[config.mk]
export PLATFORM = sky130hd
export DESIGN_NAME = mde_ctrl
export DESIGN_NICKNAME = d
export VERILOG_FILES = /design/src/sv/mde_pkg.sv /design/src/sv/mde_ctrl.sv
export SDC_FILE = /design/constraint.sdc
export NUM_CORES = 1
export LEC_CHECK = 0
export ABC_AREA = 1
export BUFFER_PORTS_ARGS = -buffer_cell sky130_fd_sc_hd__buf_2
export CAP_MARGIN = 20
export CORE_AREA = 2 2 42 44
export CTS_CLUSTER_DIAMETER = 100
export DETAILED_ROUTE_END_ITERATION = 10
export DIE_AREA = 0 0 44 46
export GPL_ROUTABILITY_DRIVEN = 0
export GPL_TIMING_DRIVEN = 0
export PLACE_DENSITY = 0.88
export SYNTH_ARGS = -nofsm -noshare
export SYNTH_HDL_FRONTEND = slang
export SYNTH_SLANG_ARGS = --single-unit
[constraint.sdc]
create_clock -name clk -period 2 [get_ports clk]
set_clock_uncertainty 0.15 [all_clocks]
set_input_delay 0.1 -clock clk [delete_from_list [all_inputs] [get_ports clk]]
set_output_delay 0.1 -clock clk [all_outputs]
set_load 0.01 [all_outputs]
[src/sv/mde_pkg.sv]
// Shared constants, types and helpers for the morphology dilate/erode engine.
package mde_pkg;

    localparam int MAX_WIDTH    = 256;
    localparam int MAX_HEIGHT   = 256;
    localparam int MAX_OFFSETS  = 32;
    localparam int OFFSET_RANGE = 15;

    localparam int COL_W  = $clog2(MAX_WIDTH);
    localparam int ROW_W  = $clog2(MAX_HEIGHT);
    localparam int ADDR_W = COL_W + ROW_W;
    localparam int IDX_W  = (MAX_OFFSETS > 1) ? $clog2(MAX_OFFSETS) : 1;
    localparam int CNT_W  = 6;
    localparam int DIM_W  = 9;
    localparam int OFF_W  = 5;
    localparam int CH_W   = 8;
    localparam int NCH    = 4;
    localparam int PIX_W  = NCH * CH_W;

    localparam logic [1:0] OP_WR_PIX = 2'd0;
    localparam logic [1:0] OP_WR_OFF = 2'd1;
    localparam logic [1:0] OP_QUERY  = 2'd2;

    localparam logic [1:0] FMT_GRAY = 2'd0;
    localparam logic [1:0] FMT_RGB  = 2'd1;

    localparam logic [2:0] REG_IMG_W  = 3'd0;
    localparam logic [2:0] REG_IMG_H  = 3'd1;
    localparam logic [2:0] REG_FORMAT = 3'd2;
    localparam logic [2:0] REG_MODE   = 3'd3;
    localparam logic [2:0] REG_OFF_N  = 3'd4;

    typedef enum logic [2:0] {
        ST_IDLE,
        ST_CENTRE,
        ST_NBR,
        ST_DRAIN,
        ST_FINISH
    } state_t;

    typedef struct packed {
        logic             wr_pix;
        logic             wr_off;
        logic             start_q;
        logic             rd_centre;
        logic             rd_nbr;
        logic [IDX_W-1:0] idx;
        logic             load_out;
    } cmd_t;

    typedef struct packed {
        logic             in_image;
        logic [CNT_W-1:0] n_cnt;
    } status_t;

    function automatic logic signed [OFF_W-1:0] clamp_off(input logic signed [OFF_W-1:0] v);
        logic signed [OFF_W-1:0] r;
        r = v;
        if (32'(v) > OFFSET_RANGE)
            r = OFF_W'(OFFSET_RANGE);
        else if (32'(v) < -OFFSET_RANGE)
            r = OFF_W'(-OFFSET_RANGE);
        return r;
    endfunction

endpackage

[src/sv/mde_ctrl.sv]
// Query sequencer: walks centre pixel and offset list, hands the result to the output register.
module mde_ctrl (
    input  logic            clk,
    input  logic            rst_n,
    input  logic            in_valid,
    input  logic [1:0]      opcode,
    input  logic            out_ready,
    input  mde_pkg::status_t status,
    output logic            in_ready,
    output logic            out_valid,
    output mde_pkg::cmd_t   cmd
);
    import mde_pkg::*;

    state_t           state_reg, state_next;
    logic [CNT_W-1:0] idx_reg, idx_next;
    logic             out_valid_reg, out_valid_next;
    logic             accept;

    always_ff @(posedge clk or negedge rst_n)
    begin
        if (!rst_n)
        begin
            state_reg     <= ST_IDLE;
            idx_reg       <= '0;
            out_valid_reg <= 1'b0;
        end
        else
        begin
            state_reg     <= state_next;
            idx_reg       <= idx_next;
            out_valid_reg <= out_valid_next;
        end
    end

    always_comb
    begin
        state_next     = state_reg;
        idx_next       = idx_reg;
        out_valid_next = out_valid_reg;
        cmd            = '0;
        cmd.idx        = idx_reg[IDX_W-1:0];
        in_ready       = (state_reg == ST_IDLE);
        accept         = in_valid && in_ready;

        if (out_valid_reg && out_ready)
            out_valid_next = 1'b0;

        case (state_reg)
            ST_IDLE:
            begin
                if (accept)
                begin
                    cmd.wr_pix  = (opcode == OP_WR_PIX);
                    cmd.wr_off  = (opcode == OP_WR_OFF);
                    cmd.start_q = (opcode == OP_QUERY);
                    if (opcode == OP_QUERY)
                        state_next = ST_CENTRE;
                end
            end
            ST_CENTRE:
            begin
                idx_next = '0;
                if (!status.in_image)
                    state_next = ST_FINISH;
                else
                begin
                    cmd.rd_centre = 1'b1;
                    state_next    = (status.n_cnt == '0) ? ST_DRAIN : ST_NBR;
                end
            end
            ST_NBR:
            begin
                cmd.rd_nbr = 1'b1;
                idx_next   = idx_reg + 1'b1;
                if (idx_reg == status.n_cnt - 1'b1)
                    state_next = ST_DRAIN;
            end
            ST_DRAIN:
            begin
                state_next = ST_FINISH;
            end
            ST_FINISH:
            begin
                if (!out_valid_reg || out_ready)
                begin
                    cmd.load_out   = 1'b1;
                    out_valid_next = 1'b1;
                    state_next     = ST_IDLE;
                end
            end
            default:
            begin
                state_next = ST_IDLE;
            end
        endcase
    end

    assign out_valid = out_valid_reg;

endmodule

# == Yosys cells after proc, flatten, opt, wreduce, memory -nomap -nowiden ==
# Index checks and enable logic that the tools add are counted.
# word_totals
reg_bits,10
inputBits,13
out_inout_bits,13
elab_cells,43
# classes
add_sub_neg,2
n_eq_ne,11
mux,18
reduce_logical,9
# ops
op,n
two-way mux 3 bit,7
one-hot mux 3 bit (5 select lines),1
one-hot mux 6 bit (2 select lines),1
two-way mux 1 bit,9
"adder 6 x 1 -> 6 bit, second input constant",1
"equality test 3 x 2 -> 1 bit, second input constant",2
equality test 6 bit,1
logical NOT 6 bit,1
"subtractor 6 x 1 -> 6 bit, second input constant",1
"!= test 2 x 1 -> 1 bit, second input constant",2
"!= test 2 bit, second input constant",2
AND reduction 4 bit,1
"equality test 3 x 1 -> 1 bit, second input constant",1
"equality test 3 bit, second input constant",1
logical NOT 3 bit,1
"equality test 2 x 1 -> 1 bit, second input constant",1
"equality test 2 bit, second input constant",1
logical AND 1 bit,2
logical NOT 2 bit,1
nonzero test 2 bit,1
logical NOT 1 bit,1
logical OR 1 bit,1

# == Longest topological paths before layout ==
# depth
ltp_word,4
ltp_mapped,12
mapped_depth_nobuf,12

# == Worst setup path after synthesis ==
# Ideal clock, no wire load.
# synth_path
path_type,register to register
start,register state_reg[0]
end,register idx_reg[5]
setup_ns,0.063
arrival_ns,1.098
required_ns,1.787
slack_ns,0.689
path_stages_with_launch,7
n_path_buf,0
synth_period_minus_slack_ns,1.311
path_cell_list,dfrtp_1 -> inv_1 -> nand3_4 -> nor2_4 -> nand3_2 -> mux2_1 -> inv_1
# synth_via
elab_chain_cells,2
elab_cells_between_ends,4
cone_classes,eq/ne: 2; mux: 1; reduce/logical: 1
# synth_lines
element,line_no,source
start: declaration,mde_ctrl.sv:15,"state_t state_reg, state_next;"
start signal: assignment,mde_ctrl.sv:30,state_reg <= state_next;
equality test 3 x 2 -> 1 bit / equality test 3 x 1 -> 1 bit (equally long branches),mde_ctrl.sv:49,case (state_reg)
one-hot mux 6 bit (2 select lines) / nonzero test 2 bit (equally long branches),-,
end signal: assignment,mde_ctrl.sv:31,idx_reg <= idx_next;
end: declaration,mde_ctrl.sv:16,"logic [CNT_W-1:0] idx_reg, idx_next;"
# Several ways; a longest one is shown, not always the timed one.
# A chain may end at the register's enable or synchronous reset.

==> out/results.ini <==
[global_routing]
first_global_vias = 733
grt_use_total_pct = 18.65
grt_pass1_wl_um = 2842
antenna_found_initial = 0
grt_max_degree = 11
grt_overflow = 0

[die]
core_um2 = 1614
die_h_um = 46
design.die.area_um2 = 2024
ios = 26
start_util_pct = 47.98
fp-row-count = 15
die_width_um = 44

[sta]
worstMarginPinSlew_ns = 0.2236
rsz0062_at_grt = false
relSlewSlack_pct = 84.93
hold_viol_final = 0
finalSetupTns_ns = 0
finalCritPeriodShare_pct = 79.44
final-setup-viol-count = 0
slew_violations = 0
fmax_mhz = 629.4
fin_crit_ns = 1.589

[drt]
drc = 0
wl_per_cell_um = 9.524
drt_wl_total_um = 1562
via_per_inst = 4.707
vias = 772
dr.first_iter.drc_count = 16
ant_nets = 0
first_pass_iters = 4

[clocking]
cts.path.max_buffers = 2
path_clk_slew_ns = 0.06
clock_sinks = 10
hold_buffers = 3
clkLatencyLatePin_ns = 0.25
cts_tree = done
cts_buffers = 3
htree_levels = 1
post_cts_buffers = 0
ctsRootBufferMaster = clkbuf_4
cts_resized = 0

[synth]
synth_top_area_cell = dfrtp_1
seq_area_frac_synth_pct = 32.31
ys_types = 20
ys_ff_latch = 10
syn_inst = 116
avgSynthCellArea_um2 = 6.677
synth_fp_nets = 131
synth.area.top_cells = dfrtp_1 (32%), nand2_1 (15%), inv_1 (11%)
synth_top_area_share_pct = 32.31
ys.warnings.count = 0
synth_area_um2 = 774.5

[final_layout]
n_antenna_cell = 0
syn_to_final_growth_pct = 25.69
final_cell_mix = nand2_1 (30), buf_2 (25), inv_1 (22), nor2_1 (13), dfrtp_1 (10)
nets = 164
stdcell_count = 164
final_common_cell = nand2_1
drive_gt1_share_pct = 26.53
largest_register_ffs = 6

[job]
cap_viol_max_count = 0

[setup_path]
start_kind = flip-flop
worstPathRequired_ns = 1.75
rrSetupSlack_ns = 0.58
path_delay_family = flip-flops
critPathBufInv = 3
arrival_ns = 1.34
r2r_start = state_reg[0]$_DFFE_PN0P_
crit_top_cell = inv_1
reg2reg_depth = 6
cpMaxStageDelayCell = dfrtp_1
slowest_delay_ns = 0.40
path_cells = inv_1 -> nand3_1 -> inv_1 -> nand2_1 -> nor3_1 -> buf_2
r2r-end = idx_reg[5]$_DFFE_PN0P_
crit_type = reg2out
crit_path_end_kind = output pin
crit_fanout = 3

[min_path]
min-delay-start = status[5]
hold_path.class = in2reg
worst_hold_path.endpoint = state_reg[0]$_DFFE_PN0P_
hold-path-cell-count = 4

[power]
p_per_area_nw_per_um2 = 891.7
fin_total_pwr_uw = 868.0
leakage_nw = 0.5821
irDropWorstVdd_uv = 606.8

[run_status]
outcome = finished clean

[placed_design]
place_hpwl_um = 1306
placed_cells = 158
portBuffers = 25

[worst min-delay path, stage by stage]
cell and delay (ns):
buf_2 0.10, nor3_1 0.05, o21ai_0 0.14, nor2_1 0.05
[Yosys cell counts, drive strengths merged]
| cell | number |
|---|---|
| a21oi | 7 |
| buf | 5 |
| dfrtp | 10 |
| ha | 2 |
| inv | 23 |
| mux2 | 1 |
| nand2 | 30 |
| nand3 | 10 |
| nand3b | 1 |
| nand4 | 2 |
| nor2 | 14 |
| nor3 | 4 |
| o21ai | 4 |
| o32ai | 1 |
| or2 | 1 |
| xor2 | 1 |
[worst max-delay path by stage]
| stage | start | end | slack (ns) | cells after the start |
|---|---|---|---|---|
| floorplan | state_reg[0]$_DFFE_PN0P_ | idx_reg[5]$_DFFE_PN0P_ | 0.69 | 6 |
| global placement | status[0] | state_reg[0]$_DFFE_PN0P_ | 0.49 | 12 |
| detailed placement | status[0] | state_reg[0]$_DFFE_PN0P_ | 0.43 | 12 |
| CTS | state_reg[0]$_DFFE_PN0P_ | cmd[10] | 0.39 | 6 |
| global route | state_reg[0]$_DFFE_PN0P_ | cmd[9] | 0.26 | 6 |
| finish | state_reg[0]$_DFFE_PN0P_ | cmd[9] | 0.41 | 6 |
[metrics by stage]
stage,utilization (%),cell area (µm²),worst slack [ns],hold WS (ns)
floorplan,-,774.5,0.6886,-0.3456
global placement,57.05,920.9,0.4893,-0.1803
detailed placement,57.05,920.9,0.4348,-0.1748
CTS,60.31,973.4,0.3902,0.05997
global route,60.31,973.4,0.2620,0.09800
finish,60.31,973.4,0.4112,0.06240
[routing by layer]
metal,up-vias,track usage [%],share of wire (%),wire length [µm]
met3,0,2.381,6.2,97
met4,0,3.636,0,0
li1,420,-,-,-
met1,324,22.25,44,680
met5,-,0,0,0
met2,28,35.59,50,785
[cells by family (layout without fill, tap and decap cells)]
kind of cell	count (synthesis)	after routing	share of synthesized area [%]
adders and majority gates	2	2	3.231
buffers and inverters	28	59	15.99
xor gates and xnor gates	1	1	1.131
and+or+nand+nor	62	62	37.64
DFF	10	10	32.31
AOI/OAI and AO/OA	12	12	8.239
muxes	1	1	1.454
[report_power, final]
part | switching (mW) | internal, mW
Clock | 0.0601 | 0.0691
Combinational | 0.258 | 0.175
Sequential | 0.0518 | 0.254
Total | 0.370 | 0.498
[final cells by class]
type / count / area (µm²)
Fill cell: 160 / 640.6
Buffer: 5 / 37.54
Tap cell: 17 / 21.27
Inverter: 23 / 86.33
Timing Repair Buffer: 28 / 155.1
Multi-Input combinational cell: 78 / 400.4
Clock buffer: 3 / 22.52
Sequential cell: 10 / 250.2
(Power assumes the default switching activity.)
